## src/sv/ir_remote_manchester_encoder_top_macros.svh

```systemverilog
// ----------------------------------------------------------------------------
// ir remote manchester encoder assertion macros
// concurrent checks clocked on clk, disabled while rst_n is low
// ----------------------------------------------------------------------------
`ifndef IR_REMOTE_MANCHESTER_ENCODER_TOP_MACROS_SVH
`define IR_REMOTE_MANCHESTER_ENCODER_TOP_MACROS_SVH

// same-cycle implication
`define IRME_ASSERT_NOW(label, ante, cons, msg) \
    label: assert property (@(posedge clk) disable iff (!rst_n) (ante) |-> (cons)) \
        else $error(msg);

// next-cycle implication
`define IRME_ASSERT_NEXT(label, ante, cons, msg) \
    label: assert property (@(posedge clk) disable iff (!rst_n) (ante) |=> (cons)) \
        else $error(msg);

`endif

```

## src/sv/irme_pkg.sv

```systemverilog
// ----------------------------------------------------------------------------
// irme_pkg
// shared types and constants of the ir remote manchester encoder
// ----------------------------------------------------------------------------
package irme_pkg;

    localparam int MAX_BITS    = 28;
    localparam int PROTO_W     = 2;
    localparam int BIT_COUNT_W = 5;
    localparam int PAYLOAD_W   = 28;
    localparam int REG_W       = 16;
    localparam int DUR_W       = 17;
    localparam int CFG_IDX_W   = 3;
    localparam int TRAILER_IDX = 3;

    // protocol codes
    localparam logic [PROTO_W-1:0] PROTO_RC5        = 2'd0;
    localparam logic [PROTO_W-1:0] PROTO_RC5X       = 2'd1;
    localparam logic [PROTO_W-1:0] PROTO_RC6        = 2'd2;
    localparam logic [PROTO_W-1:0] PROTO_HEADERLESS = 2'd3;

    // register indexes
    localparam logic [CFG_IDX_W-1:0] REG_RC5_HALF     = 3'd0;
    localparam logic [CFG_IDX_W-1:0] REG_RC6_HDR_MARK = 3'd1;
    localparam logic [CFG_IDX_W-1:0] REG_RC6_HDR_SPC  = 3'd2;
    localparam logic [CFG_IDX_W-1:0] REG_RC6_HALF     = 3'd3;
    localparam logic [CFG_IDX_W-1:0] REG_ALT_HALF     = 3'd4;

    // register reset values
    localparam logic [REG_W-1:0] RST_RC5_HALF     = 16'd889;
    localparam logic [REG_W-1:0] RST_RC6_HDR_MARK = 16'd2666;
    localparam logic [REG_W-1:0] RST_RC6_HDR_SPC  = 16'd889;
    localparam logic [REG_W-1:0] RST_RC6_HALF     = 16'd444;
    localparam logic [REG_W-1:0] RST_ALT_HALF     = 16'd500;

    typedef struct packed {
        logic [REG_W-1:0] rc5_half;
        logic [REG_W-1:0] rc6_lead_mark;
        logic [REG_W-1:0] rc6_hdr_spc;
        logic [REG_W-1:0] rc6_half;
        logic [REG_W-1:0] alt_half;
    } timing_t;

    typedef struct packed {
        logic             last;
        logic [DUR_W-1:0] duration;
        logic             level;
    } seg_t;

endpackage

```

## src/sv/irme_seg_gen.sv

```systemverilog
// ----------------------------------------------------------------------------
// irme_seg_gen
// segment sequencer: preamble segments (none for the headerless form), then one data
// bit per two segments shifted out msb first, then the closing space
// ----------------------------------------------------------------------------
`include "ir_remote_manchester_encoder_top_macros.svh"

module irme_seg_gen #(
    parameter int MAX_BITS = irme_pkg::MAX_BITS
) (
    input  logic                              clk,
    input  logic                              rst_n,
    input  irme_pkg::timing_t                 timing,
    input  logic                              start,
    input  logic [irme_pkg::PROTO_W-1:0]      protocol,
    input  logic [irme_pkg::BIT_COUNT_W-1:0]  bit_count,
    input  logic [irme_pkg::PAYLOAD_W-1:0]    payload,
    output logic                              idle,
    output logic                              seg_valid,
    output irme_pkg::seg_t                    seg,
    input  logic                              adv
);

    localparam int CNT_W = $clog2(MAX_BITS + 1);

    typedef enum logic [3:0] {
        ST_IDLE = 4'b0001,
        ST_HEAD = 4'b0010,
        ST_BITS = 4'b0100,
        ST_END  = 4'b1000
    } state_t;

    state_t                       state_reg, state_next;
    logic [irme_pkg::PROTO_W-1:0] proto_reg;
    logic [MAX_BITS-1:0]          data_reg;
    logic [CNT_W-1:0]             left_reg;
    logic [2:0]                   pos_reg;
    logic                         phase_reg;
    logic [1:0]                   head_reg;

    logic [irme_pkg::BIT_COUNT_W-1:0] n_clamp;
    logic [CNT_W-1:0]                 n_bits;
    logic [CNT_W-1:0]                 shamt;
    logic [MAX_BITS-1:0]              aligned;
    logic [irme_pkg::REG_W-1:0]       half;
    logic [1:0]                       head_end;
    logic                             first;
    logic                             trailer;

    // clamp bit count to 1..MAX_BITS, left-align the data so the msb is on top
    always_comb
    begin
        if (bit_count == '0)
            n_clamp = irme_pkg::BIT_COUNT_W'(1);
        else if (bit_count > irme_pkg::BIT_COUNT_W'(MAX_BITS))
            n_clamp = irme_pkg::BIT_COUNT_W'(MAX_BITS);
        else
            n_clamp = bit_count;
        n_bits  = CNT_W'(n_clamp);
        shamt   = CNT_W'(MAX_BITS) - n_bits;
        aligned = payload[MAX_BITS-1:0] << shamt;
    end

    always_comb
    begin
        case (proto_reg) inside
            irme_pkg::PROTO_RC5, irme_pkg::PROTO_RC5X: half = timing.rc5_half;
            irme_pkg::PROTO_RC6:                       half = timing.rc6_half;
            default:                                   half = timing.alt_half;
        endcase
        head_end = (proto_reg == irme_pkg::PROTO_RC6) ? 2'd3 : 2'd2;
        trailer  = (proto_reg == irme_pkg::PROTO_RC6) &&
                   (pos_reg == 3'(irme_pkg::TRAILER_IDX));
        // rc5 sends a 1 as space first, the others as mark first
        first    = ((proto_reg == irme_pkg::PROTO_RC5) ||
                    (proto_reg == irme_pkg::PROTO_RC5X)) ? ~data_reg[MAX_BITS-1]
                                                         : data_reg[MAX_BITS-1];
    end

    // segment presented this cycle
    always_comb
    begin
        seg.last     = 1'b0;
        seg.level    = 1'b0;
        seg.duration = {1'b0, half};
        unique case (state_reg)
            ST_HEAD:
            begin
                unique case (proto_reg)
                    irme_pkg::PROTO_RC5X:
                        seg.level = (head_reg != 2'd2);
                    irme_pkg::PROTO_RC6:
                    begin
                        seg.level = ~head_reg[0];
                        if (head_reg == 2'd0)
                            seg.duration = {1'b0, timing.rc6_lead_mark};
                        else if (head_reg == 2'd1)
                            seg.duration = {1'b0, timing.rc6_hdr_spc};
                    end
                    default:
                        seg.level = ~head_reg[0];
                endcase
            end
            ST_BITS:
            begin
                seg.level = first ^ phase_reg;
                if (trailer)
                    seg.duration = {half, 1'b0};
            end
            ST_END:
            begin
                seg.duration = '0;
                seg.last     = 1'b1;
            end
            default:
                seg.duration = '0;
        endcase
    end

    always_comb
    begin
        state_next = state_reg;
        unique case (state_reg)
            ST_IDLE:
                if (start)
                    state_next = (protocol == irme_pkg::PROTO_HEADERLESS) ? ST_BITS
                                                                         : ST_HEAD;
            ST_HEAD:
                if (adv && head_reg == head_end)
                    state_next = ST_BITS;
            ST_BITS:
                if (adv && phase_reg && left_reg == CNT_W'(1))
                    state_next = ST_END;
            ST_END:
                if (adv)
                    state_next = ST_IDLE;
            default:
                state_next = ST_IDLE;
        endcase
    end

    always_ff @(posedge clk or negedge rst_n)
    begin
        if (!rst_n)
        begin
            state_reg <= ST_IDLE;
            proto_reg <= irme_pkg::PROTO_RC5;
            left_reg  <= '0;
            pos_reg   <= '0;
            phase_reg <= 1'b0;
            head_reg  <= '0;
        end
        else
        begin
            state_reg <= state_next;
            if (start)
            begin
                proto_reg <= protocol;
                left_reg  <= n_bits;
                pos_reg   <= '0;
                phase_reg <= 1'b0;
                head_reg  <= '0;
            end
            else if (adv)
            begin
                if (state_reg == ST_HEAD)
                    head_reg <= head_reg + 2'd1;
                if (state_reg == ST_BITS)
                begin
                    phase_reg <= ~phase_reg;
                    if (phase_reg)
                    begin
                        left_reg <= left_reg - CNT_W'(1);
                        if (pos_reg != 3'(irme_pkg::TRAILER_IDX + 1))
                            pos_reg <= pos_reg + 3'd1;
                    end
                end
            end
        end
    end

    // data shift register, one bit per finished bit cell
    always_ff @(posedge clk)
    begin
        if (start)
            data_reg <= aligned;
        else if (adv && state_reg == ST_BITS && phase_reg)
            data_reg <= data_reg << 1;
    end

    assign idle      = (state_reg == ST_IDLE);
    assign seg_valid = !idle;

    `IRME_ASSERT_NEXT(a_start_busy, start, state_reg != ST_IDLE, "command lost at start")
    `IRME_ASSERT_NOW(a_bits_left, state_reg == ST_BITS, left_reg != '0, "bit counter underrun")
    `IRME_ASSERT_NOW(a_adv_valid, adv, seg_valid, "segment taken while none pending")

endmodule

```

## src/sv/ir_remote_manchester_encoder_top.sv

```systemverilog
// ----------------------------------------------------------------------------
// ir_remote_manchester_encoder_top
// rc5 / rc6 biphase frame encoder: one command in, a run of mark/space
// segments out, closed by a zero-length space flagged with tlast
// ----------------------------------------------------------------------------
//
//  channel   dir  handshake                    content
//  s_axis    in   s_axis_tvalid/tready         one command per item
//  m_axis    out  m_axis_tvalid/tready         one segment per item
//  cfg       in   cfg_valid/cfg_ready          timing register write
//
//  a command is loaded into the sequencer, which then emits head + 2 * bits + 1
//  segments: head is 3 for rc5 forms, 4 for rc6 and 0 for the headerless form,
//  so at most 61 segments with 28 bits
//  the segments come from the segment sequencer, which emits one segment
//  per cycle from the data shift register while m_axis is not stalled
//  a stalled m_axis holds the sequencer; the next command is taken once the
//  closing space sits in the output register
//  reset brings the timing registers to their default values
//
`include "ir_remote_manchester_encoder_top_macros.svh"

module ir_remote_manchester_encoder_top #(
    parameter int MAX_BITS = irme_pkg::MAX_BITS
) (
    input  logic                             clk,
    input  logic                             rst_n,
    // command stream
    input  logic                             s_axis_tvalid,
    output logic                             s_axis_tready,
    input  logic [39:0]                      s_axis_tdata,  // bit_count, payload, zero pad
    input  logic [irme_pkg::PROTO_W-1:0]     s_axis_tuser,  // protocol
    // segment stream
    output logic                             m_axis_tvalid,
    input  logic                             m_axis_tready,
    output logic [23:0]                      m_axis_tdata,  // level, duration_us, zero pad
    output logic                             m_axis_tlast,  // last
    // register writes
    input  logic                             cfg_valid,
    output logic                             cfg_ready,
    input  logic [irme_pkg::CFG_IDX_W-1:0]   cfg_index,
    input  logic [irme_pkg::REG_W-1:0]       cfg_data
);

    irme_pkg::timing_t timing_reg;
    irme_pkg::seg_t    gen_seg;
    irme_pkg::seg_t    out_seg_reg;
    logic              out_valid_reg, out_valid_next;
    logic              gen_idle;
    logic              gen_valid;
    logic              take;
    logic              start;

    // registers are always writable
    assign cfg_ready = 1'b1;

    always_ff @(posedge clk or negedge rst_n)
    begin
        if (!rst_n)
        begin
            timing_reg.rc5_half      <= irme_pkg::RST_RC5_HALF;
            timing_reg.rc6_lead_mark <= irme_pkg::RST_RC6_HDR_MARK;
            timing_reg.rc6_hdr_spc   <= irme_pkg::RST_RC6_HDR_SPC;
            timing_reg.rc6_half      <= irme_pkg::RST_RC6_HALF;
            timing_reg.alt_half      <= irme_pkg::RST_ALT_HALF;
        end
        else if (cfg_valid)
        begin
            unique case (cfg_index)
                irme_pkg::REG_RC5_HALF:     timing_reg.rc5_half      <= cfg_data;
                irme_pkg::REG_RC6_HDR_MARK: timing_reg.rc6_lead_mark <= cfg_data;
                irme_pkg::REG_RC6_HDR_SPC:  timing_reg.rc6_hdr_spc   <= cfg_data;
                irme_pkg::REG_RC6_HALF:     timing_reg.rc6_half      <= cfg_data;
                irme_pkg::REG_ALT_HALF:     timing_reg.alt_half      <= cfg_data;
                default:                    ;  // writes past the list are dropped
            endcase
        end
    end

    // one command at a time
    assign s_axis_tready = gen_idle;
    assign start         = s_axis_tvalid && s_axis_tready;

    irme_seg_gen #(
        .MAX_BITS (MAX_BITS)
    ) u_seg_gen (
        .clk       (clk),
        .rst_n     (rst_n),
        .timing    (timing_reg),
        .start     (start),
        .protocol  (s_axis_tuser),
        .bit_count (s_axis_tdata[4:0]),
        .payload   (s_axis_tdata[32:5]),
        .idle      (gen_idle),
        .seg_valid (gen_valid),
        .seg       (gen_seg),
        .adv       (take)
    );

    // output register: refills in the same cycle the sink drains it
    assign take = gen_valid && (!out_valid_reg || m_axis_tready);

    always_comb
    begin
        if (take)
            out_valid_next = 1'b1;
        else if (m_axis_tready)
            out_valid_next = 1'b0;
        else
            out_valid_next = out_valid_reg;
    end

    always_ff @(posedge clk or negedge rst_n)
    begin
        if (!rst_n)
            out_valid_reg <= 1'b0;
        else
            out_valid_reg <= out_valid_next;
    end

    always_ff @(posedge clk)
    begin
        if (take)
            out_seg_reg <= gen_seg;
    end

    assign m_axis_tvalid = out_valid_reg;
    assign m_axis_tdata  = {6'd0, out_seg_reg.duration, out_seg_reg.level};
    assign m_axis_tlast  = out_seg_reg.last;

    // the closing space is a zero-length space
    `IRME_ASSERT_NOW(a_last_empty, m_axis_tvalid && m_axis_tlast,
        m_axis_tdata[17:0] == 18'd0, "closing segment is not a zero-length space")
    // while idle, only the closing space may still wait at the output
    `IRME_ASSERT_NOW(a_idle_tail, s_axis_tready && m_axis_tvalid && !m_axis_tready,
        m_axis_tlast, "frame body still pending while accepting a command")
    // an item taken from the sequencer shows up at the output next cycle
    `IRME_ASSERT_NEXT(a_take_shown, take, m_axis_tvalid, "segment dropped from output register")

endmodule
```

## config.mk

```make
export PLATFORM = sky130hd
export DESIGN_NAME = ir_remote_manchester_encoder_top
export DESIGN_NICKNAME = d
export VERILOG_FILES = /design/src/sv/irme_pkg.sv /design/src/sv/irme_seg_gen.sv /design/src/sv/ir_remote_manchester_encoder_top.sv
export VERILOG_INCLUDE_DIRS = /design/src /design/src/sv
export SDC_FILE = /design/constraint.sdc
export NUM_CORES = 1
export LEC_CHECK = 0
export BUFFER_PORTS_ARGS = -buffer_cell sky130_fd_sc_hd__buf_2
export CAP_MARGIN = 20
export CORE_UTILIZATION = 47
export DETAILED_ROUTE_END_ITERATION = 8
export PLACE_DENSITY = 0.76
export RECOVER_POWER = 50
export SYNTH_ARGS = -nofsm -noshare
export SYNTH_HDL_FRONTEND = slang
export SYNTH_SLANG_ARGS = --single-unit
```

## constraint.sdc

```tcl
create_clock -name clk -period 5.5 [get_ports clk]
set_input_delay 0.55 -clock clk [delete_from_list [all_inputs] [get_ports clk]]
set_output_delay 0.55 -clock clk [all_outputs]
set_load 0.005 [all_outputs]
```

# Yosys cells after proc, flatten, opt, wreduce, memory -nomap -nowiden
# Index checks and enable logic that the tools add are counted.
# totals
inputBits	66
reg_bits	145
output_inout_bits	28
wordCells	120
# classes
shifts	1
n_reduce_logical	34
bitwise	4
muxes	39
n_addsub	4
order_cmp	1
eq_ne	21
# ops
operator	n
$mux 16	4
$mux 28	2
$mux 17	2
$pmux 17 s2	1
$mux 5	6
$shl 28x5->28	1
$mux 3	6
$mux 4	4
$pmux 4 s4	1
$reduce_and 2->1	7
$reduce_bool 2->1	7
$eq 3x2->1 const B	3
$mux 1	9
$logic_and 1x1->1	8
$ne 2x1->1 const B	4
$reduce_and 4->1	2
$mux 2	3
$eq 5x1->1 const B	1
$gt 5x5->1 const B	1
$logic_not 5->1	1
$sub 5x1->5 const B	1
$sub 5x5->5 const A	1
$eq 2x1->1 const B	2
$eq 2x2->1 const B	2
20 further kinds	25

# Depth between registers and ports, before layout
# Gate-level depths: netlist of the first run.
# depth
word_depth	7
depth_mapped	14
depth_no_buf	10

# Cells and area by module
# Synthesis of the first run repeated with hierarchy kept, for this count alone.
# unflattened
hier_cells	741
hier_area_um2	8585.7
# modules_own_cells
module	area_per_inst_um2	seq_area_each_um2	cells_each	n_inst
irme_seg_gen	4790.8	1267.5	535	1
ir_remote_manchester_encoder_top	3794.9	2637.5	206	1

# Worst setup path before layout of the first run
# Ideal clock, no wire load.
# synth_path
kind	input port to flip-flop
from	input port s_axis_tdata[4]
to	register u_seg_gen.data_reg[26] (data pin)
path_stages	12
arrival_ns	3.465
slack_ns	1.768
required_ns	5.232
setup_ns	0.268
path_buffers	5
path_cell_list	buf_6 > or4_4 > nand3_4 > inv_4 > buf_2 > ha_1 > clkbuf_1 > buf_1 > clkbuf_1 > mux4_2 > a22oi_1 > o211ai_2
# synth_via
elab_chain_len	6
word_cells_on_any_way	7
classes_between	add/sub (1); order compare (1); shift (1); mux (3); reduce/logical (1)
# synth_lines
element	line_no	source
start, declared	ir_remote_manchester_encoder_top.sv:31	input logic [39:0] s_axis_tdata,
$gt 5x5->1	irme_seg_gen.sv:55	else if (bit_count > irme_pkg::BIT_COUNT_W'(MAX_BITS))
$mux 5	irme_seg_gen.sv:55	
$mux 5 (*)	irme_seg_gen.sv:53	if (bit_count == '0)
$sub 5x5->5 (*)	irme_seg_gen.sv:60	shamt = CNT_W'(MAX_BITS) - n_bits;
$shl 28x5->28 (*)	irme_seg_gen.sv:61	aligned = payload[MAX_BITS-1:0] << shamt;
$mux 28 (*)	irme_seg_gen.sv:185	if (start)
end signal, assigned	irme_seg_gen.sv:186	data_reg <= aligned;
end signal, assigned	irme_seg_gen.sv:188	data_reg <= data_reg << 1;
end, declared	irme_seg_gen.sv:35	logic [MAX_BITS-1:0] data_reg;
# Every way passes the cells marked *; elsewhere a longest branch is shown, timed or not.
# A chain may end at the register's enable or synchronous reset.

# Worst setup path in the final report of the first run
# Ends and elaborated chain as after synthesis.

==> results of run 1 <==
-- metrics by stage --
step | setup slack [ns] | hold WS, ns | util (%) | area [um^2] | instances
after floorplan | 1.77 | 0.254 | - | 8470 | 764
after global placement | 0.958 | 0.483 | 51.6 | 8990 | 1019
after detailed placement | 0.967 | 0.490 | 51.6 | 8990 | 1019
after CTS | 1.35 | 0.0931 | 54.9 | 9570 | 1051
after global routing | 1.09 | 0.372 | 54.7 | 9520 | 1051
final | 1.27 | 0.380 | 54.7 | 9520 | 1052
-- how the worst min path moves through the flow --
stage | start | endpoint | cells after the start
4_1_cts | rst_n | timing_reg[9] | 1
3_3_place_gp | timing_reg[79] | timing_reg[79] | 1
5_1_grt | s_axis_tuser[1] | u_seg_gen.proto_reg[1] | 3
2_1_floorplan | rst_n | m_axis_tvalid | 0
3_5_place_dp | timing_reg[58] | timing_reg[58] | 1
6_report | s_axis_tuser[0] | u_seg_gen.proto_reg[0] | 3
-- cell usage in the layout (no fill, tap or decap), types with 10 or more instances in the layout --
master / instances
nor3_1: 13
edfxtp_1: 47
dfrtp_1: 65
nand3_1: 18
buf_2: 74
dfstp_2: 33
a21oi_1: 26
clkbuf_16: 17
inv_1: 10
mux4_2: 15
nor2_1: 49
mux2i_1: 58
o221ai_1: 18
nand2_1: 62
o21ai_0: 56
a22o_1: 10
clkbuf_1: 10
mux2_2: 84
-- where the power goes --
group / internal (mW) / switching, mW
logic: 0.635 / 0.896
clock network: 0.677 / 0.480
registers: 1.55 / 0.207
-- cell type report --
cell class                      count  share of cell area [%]
Clock buffer                       19                    4.55
Inverter                           12                   0.499
Tap cell                          225                    2.96
Sequential cell                   145                    41.0
Multi-Input combinational cell    545                    44.4
Timing Repair Buffer               92                    4.97
Antenna cell                        1                  0.0263
Clock inverter                     13                    1.58
-- critical path, delay by kind of cell --
family | cells | cell delay (ns)
AO/OA/AOI/OAI | 2 | 0.65
adder cells (fa/ha/maj) | 1 | 0.32
AND/OR/NAND/NOR | 3 | 1.01
XOR/XNOR | 1 | 0.82
buffers and inverters | 3 | 0.73
multiplexers | 1 | 0.29
-- cells by family (layout without fill, tap and decap cells) --
| family | after synthesis | after routing |
|---|---|---|
| other | 2 | 8 |
| xor gates and xnor gates | 10 | 10 |
| and+or+nand+nor | 183 | 183 |
| AOI/OAI and AO/OA | 177 | 177 |
| adders and majority gates | 9 | 9 |
| muxes | 159 | 159 |
| DFF | 145 | 145 |
| buffers and inverters | 74 | 136 |
-- per-layer routing --
| metal | GRT usage, % | share of wire [%] | vias up |
|---|---|---|---|
| met4 | 9.32 | 2.4 | 0 |
| li1 | - | - | 2976 |
| met2 | 36.5 | 47 | 273 |
| met5 | 0 | 0 | - |
| met3 | 5.15 | 6.6 | 42 |
| met1 | 31.5 | 44 | 3260 |
==> metrics.csv, run 1 <==
stage,metric,value,unit
pwr,finalPower,4.44,mW
die,dieArea,18500,um^2
synth,syn_area_per_cell,11.1,um^2
placement,numPortBuffers,79,
drt,drt_pass1_iterations,5,
pwr,leakagePower,3.81,nW
sta,slew_headroom,-37.2,%
placement,detailed_place_hpwl,14.0,mm
synth,synth_compound_area_share,14.4,%
worst_setup_path,crit_end,u_seg_gen.data_reg[26],
synth,synthSimpleGateAreaFrac,10.4,%
run_status,violations,"max-capacitance violations, max-slew violations",
synth,async_flop_share,67.6,%
drt,drtAntennaViolNets,0,
worst_setup_path,critPathLaunch,s_axis_tdata[4],
sta,rsz0062_at_grt,false,
cts,htree_levels,4,
sta,setup_tns,0,ns
worst_setup_path,slowest_delay,0.82,ns
global_routing,grt_pass1_wl,33.2,mm
synth,synth_edf_count,47,
synth,synthAdderAreaFrac,1.33,%
drt,drtIter0Drc,569,
die,row_count,48,
synth,synth-xor-area-share,1.04,%
global_routing,grt_antenna_before_repair,0,
cells_and_area,syn2layout_area_growth,12.7,%
cts,clockBufferDepth,2,
global_routing,grt_max_degree,62,
die,start_util,48.5,%
cts,cts_tree,yes,
run,maxCapViolations,2,
drt,route.detailed.drc,0,
die,core_area,17400,um^2
worst_setup_path,rrSetupSlack,1.63,ns
synth,synth_top_family_by_area,multiplexers,
synth,ys_warn_count,0,
cells_and_area,multi_input_area,4230,um^2
worst_setup_path,slowest_stage,xor2_2,
die,pin_count,94,
synth,synth_area_leaders,"dfrtp_1 19%, edfxtp_1 17%, mux2_2 11%",
cells_and_area,regArea,3910,um^2
sta,final_hold_viol_count,0,
pwr,powerDensity,466,nW/um^2
drt,vias,6551,
cts,ctsResizeCount,0,
worst_setup_path,path_class,in2reg,
die,die_y,136,um
cts,numClockSinks,145,
drt,viasPerCell,6.23,
cts,postCtsSetupRepairBufs,0,
sta,finClkSkew,0.0112,ns
global_routing,grt_pass1_vias,6301,
placement,gp_congestion,0.921,
synth,synthesis.area,8450,um^2
cells_and_area,fill_cells,1448,
worst_setup_path,r2r_start,u_seg_gen.state_reg[0],
synth,synth_top_cell_by_area,dfrtp_1,
synth,dominantRegCellSynth,dfrtp_1,
worst_setup_path,cp_data_required_time,5.68,ns
cells_and_area,largest_reg_flops,80,
drt,wl_per_cell,19.5,um
global_routing,grt_usage,23.4,%
synth,synth_seq_area_share,46.2,%
global_routing,grt_overflow,0,
cts,cts-buffers-inserted,17,
cells_and_area,fin_nets,888,
cts,hold_buffers,0,
worst_setup_path,crit_fanout,22,
worst_setup_path,r2r_cells,7,
sta,setup_viol,0,
synth,ys_ff_latch,145,
hold_path,hold_path.class,in2reg,
sta,timing.fmax,237,MHz
worst_setup_path,r2r-end,u_seg_gen.data_reg[22],
sta,min_period_over_period,76.9,%
run_status,status,"complete, but fails checks",
pwr,ir_worst_vdd,276,uV
sta,slew_violations,49,
sta,worst_pin_slew,2.06,ns
cts,cts_root_buffer,clkbuf_16,
synth,synth_top_area_share,19.3,%
synth,synth_common_cells,"84 x mux2_2, 65 x dfrtp_1, 62 x nand2_1",
synth,synth_mux_area_share,22.6,%
die,die_w,136,um
cts,clock_latency,0.44,ns
synth,netlist_instances,759,
worst_setup_path,end_kind,flip-flop,
worst_setup_path,path_cells,buf_2 > or4_4 > nand3_4 > inv_4 > ha_1 > xor2_2 > buf_4 > nor2_1 > a222oi_1 > mux2_4 > o211ai_2,
synth,synth_most_common_cell,mux2_2,
worst_setup_path,arrival,4.40,ns
drt,drt-total-wl,20.5,mm
cts,clk_pin_slew,0.06,ns
sta,layout_min_cycle_time,4.23,ns
worst_setup_path,worstSetupStartpointType,input pin,
cells_and_area,layout-drive-gt1-share,31.8,%
synth,ys_types,73,
Note: power is estimated with default switching activity, not from simulation.
==> run 2: changes to the inputs <==
clock period = 4 ns   (was 5.5 ns; I/O delays follow)
==> run 2 against run 1 <==
Against the previous run:
- the run still ends with max-capacitance violations, max-slew violations left
- via count rose by 0.73%
- first-iteration DRC count rose by 3.9%
- wire length rose by 0.98%
- combinational power rose by 41%
- core utilization rose by 0.68 points
- sequential cell count did not move
==> metrics.csv, run 2 (synthesis gave the netlist of run 1 again) <==
stage,metric,value,unit
global_routing,grt_max_degree,77,
die,die_y,136,um
cells_and_area,multi_input_area,4250,um^2
cells_and_area,mostFrequentLayoutCells,"84 x mux2_2, 76 x buf_2, 65 x dfrtp_1",
worst_setup_path,worstSetupStartpointType,input pin,
pwr,finalPower,6.11,mW
cells_and_area,layout-drive-gt1-share,33.2,%
placement,numPortBuffers,79,
cts,ctsResizeCount,0,
die,pin_count,94,
drt,wl_per_cell,19.4,um
drt,route.detailed.drc,0,
placement,pre_cts_slack,0.478,ns
global_routing,grt_usage,23.9,%
worst_setup_path,arrival,3.27,ns
drt,viasPerCell,6.18,
drt,vias,6599,
run_status,violations,"max-capacitance violations, max-slew violations",
cts,cts_root_buffer,clkbuf_16,
cells_and_area,mostFrequentLayoutCell,mux2_2,
drt,drt_pass1_iterations,6,
placement,gp_congestion,0.916,
worst_setup_path,crit_end,u_seg_gen.data_reg[22],
worst_setup_path,critPathLaunch,s_axis_tdata[1],
worst_setup_path,path_class,in2reg,
global_routing,grt_antenna_before_repair,2,
cells_and_area,fin_util,55.4,%
pwr,powerDensity,634,nW/um^2
cells_and_area,syn2layout_area_growth,14.1,%
die,core_area,17400,um^2
cells_and_area,fin_nets,902,
sta,slew_headroom,-30.0,%
die,start_util,48.5,%
cts,htree_levels,4,
worst_setup_path,rrSetupSlack,0.96,ns
die,dieArea,18500,um^2
global_routing,grt_pass1_wl,33.8,mm
worst_setup_path,end_kind,flip-flop,
sta,setup_viol,0,
global_routing,grt_pass1_vias,6547,
cts,clock_latency,0.42,ns
drt,drtIter0Drc,591,
hold_path,hold_path.class,in2reg,
worst_setup_path,slowest_delay,0.57,ns
drt,drtAntennaViolNets,0,
sta,timing.fmax,323,MHz
worst_setup_path,r2r-end,m_axis_tdata[4],
cts,cts-buffers-inserted,17,
sta,slew_violations,77,
sta,final_hold_viol_count,0,
drt,drt-total-wl,20.7,mm
cts,numClockSinks,145,
sta,finClkSkew,0.0135,ns
placement,detailed_place_hpwl,14.1,mm
cts,clockBufferDepth,2,
sta,worst_pin_slew,1.95,ns
sta,finalWorstSetupSlack,0.904,ns
sta,setup_tns,0,ns
cts,hold_buffers,0,
die,row_count,48,
run,maxCapViolations,1,
worst_setup_path,slowest_stage,or4_4,
sta,min_period_over_period,77.4,%
sta,rsz0062_at_grt,false,
worst_setup_path,r2r_cells,3,
worst_setup_path,path_common_cell,mux2i_1,
pwr,leakagePower,3.88,nW
worst_setup_path,cp_data_required_time,4.18,ns
cts,postCtsSetupRepairBufs,0,
run_status,status,"complete, but fails checks",
sta,layout_min_cycle_time,3.10,ns
worst_setup_path,path_cells,buf_2 > or4_4 > nand3_4 > inv_4 > ha_1 > xor2_2 > buf_4 > mux2i_1 > mux2i_1 > mux2i_1 > o21ai_0 > a211o_1,
cts,clk_pin_slew,0.06,ns
die,die_w,136,um
cells_and_area,regArea,3910,um^2
worst_setup_path,crit_fanout,10,
cells_and_area,largest_reg_flops,80,
worst_setup_path,r2r_start,u_seg_gen.proto_reg[1],
global_routing,grt_overflow,0,
cts,cts_tree,yes,
cells_and_area,fill_cells,1494,
pwr,ir_worst_vdd,349,uV
## run 2: cell count changes in the layout (fill, tap and decap cells not counted), moves of 2 or more
cell	previous run	this run
clkbuf_8	0	2
buf_4	9	22
clkbuf_16	17	19
bufinv_16	2	0
buf_2	74	76
inv_6	5	3
## run 2: per-layer routing
metal  global-route usage, %  up-vias  routed length [um]
li1                        -     2998                   -
met1                    32.4     3300                9170
met2                    37.5      271                9740
met3                    5.22       30                1410
met4                    8.40        0                 353
met5                       0        -                   0
## run 2: layout make-up
cell class,instances,area share (%)
clock buffer,23,5.29
antenna,2,0.0519
sequential,145,40.5
tap,225,2.92
timing repair buffer,106,5.98
clock inverter,9,0.714
multi-input combinational,545,44.0
inverter,12,0.493
## run 2: worst max-delay path, delay by kind of cell
| kind | cells | cell delay, ns |
|---|---|---|
| xor+xnor | 1 | 0.47 |
| simple gates | 2 | 0.67 |
| fa+ha+maj | 1 | 0.25 |
| mux | 3 | 0.63 |
| compound gates | 2 | 0.38 |
| buf+inv | 3 | 0.47 |
## run 2: how the worst min path moves through the flow
stage,startpoint,to,depth (start not counted)
final,s_axis_tuser[0],u_seg_gen.proto_reg[0],3
after global routing,cfg_data[6],timing_reg[54],2
after CTS,rst_n,timing_reg[14],1
after detailed placement,timing_reg[63],timing_reg[63],1
after global placement,timing_reg[77],timing_reg[77],1
after floorplan,rst_n,m_axis_tvalid,0
## run 2: through the flow
| stage | instances | cell area [um^2] | hold WS, ns |
|---|---|---|---|
| CTS | 1065 | 9670 | 0.181 |
| global placement | 1033 | 9090 | 0.484 |
| global route | 1066 | 9640 | 0.259 |
| detailed placement | 1033 | 9090 | 0.490 |
| floorplan | 764 | 8470 | 0.104 |
| finish | 1067 | 9640 | 0.256 |
## run 2: power by group
part           internal, mW  leakage [nW]  switching [mW]
Combinational         0.909          2.01            1.25
Clock                 0.906         0.281           0.625
Sequential             2.13          1.59           0.296
Total                  3.94          3.88            2.17
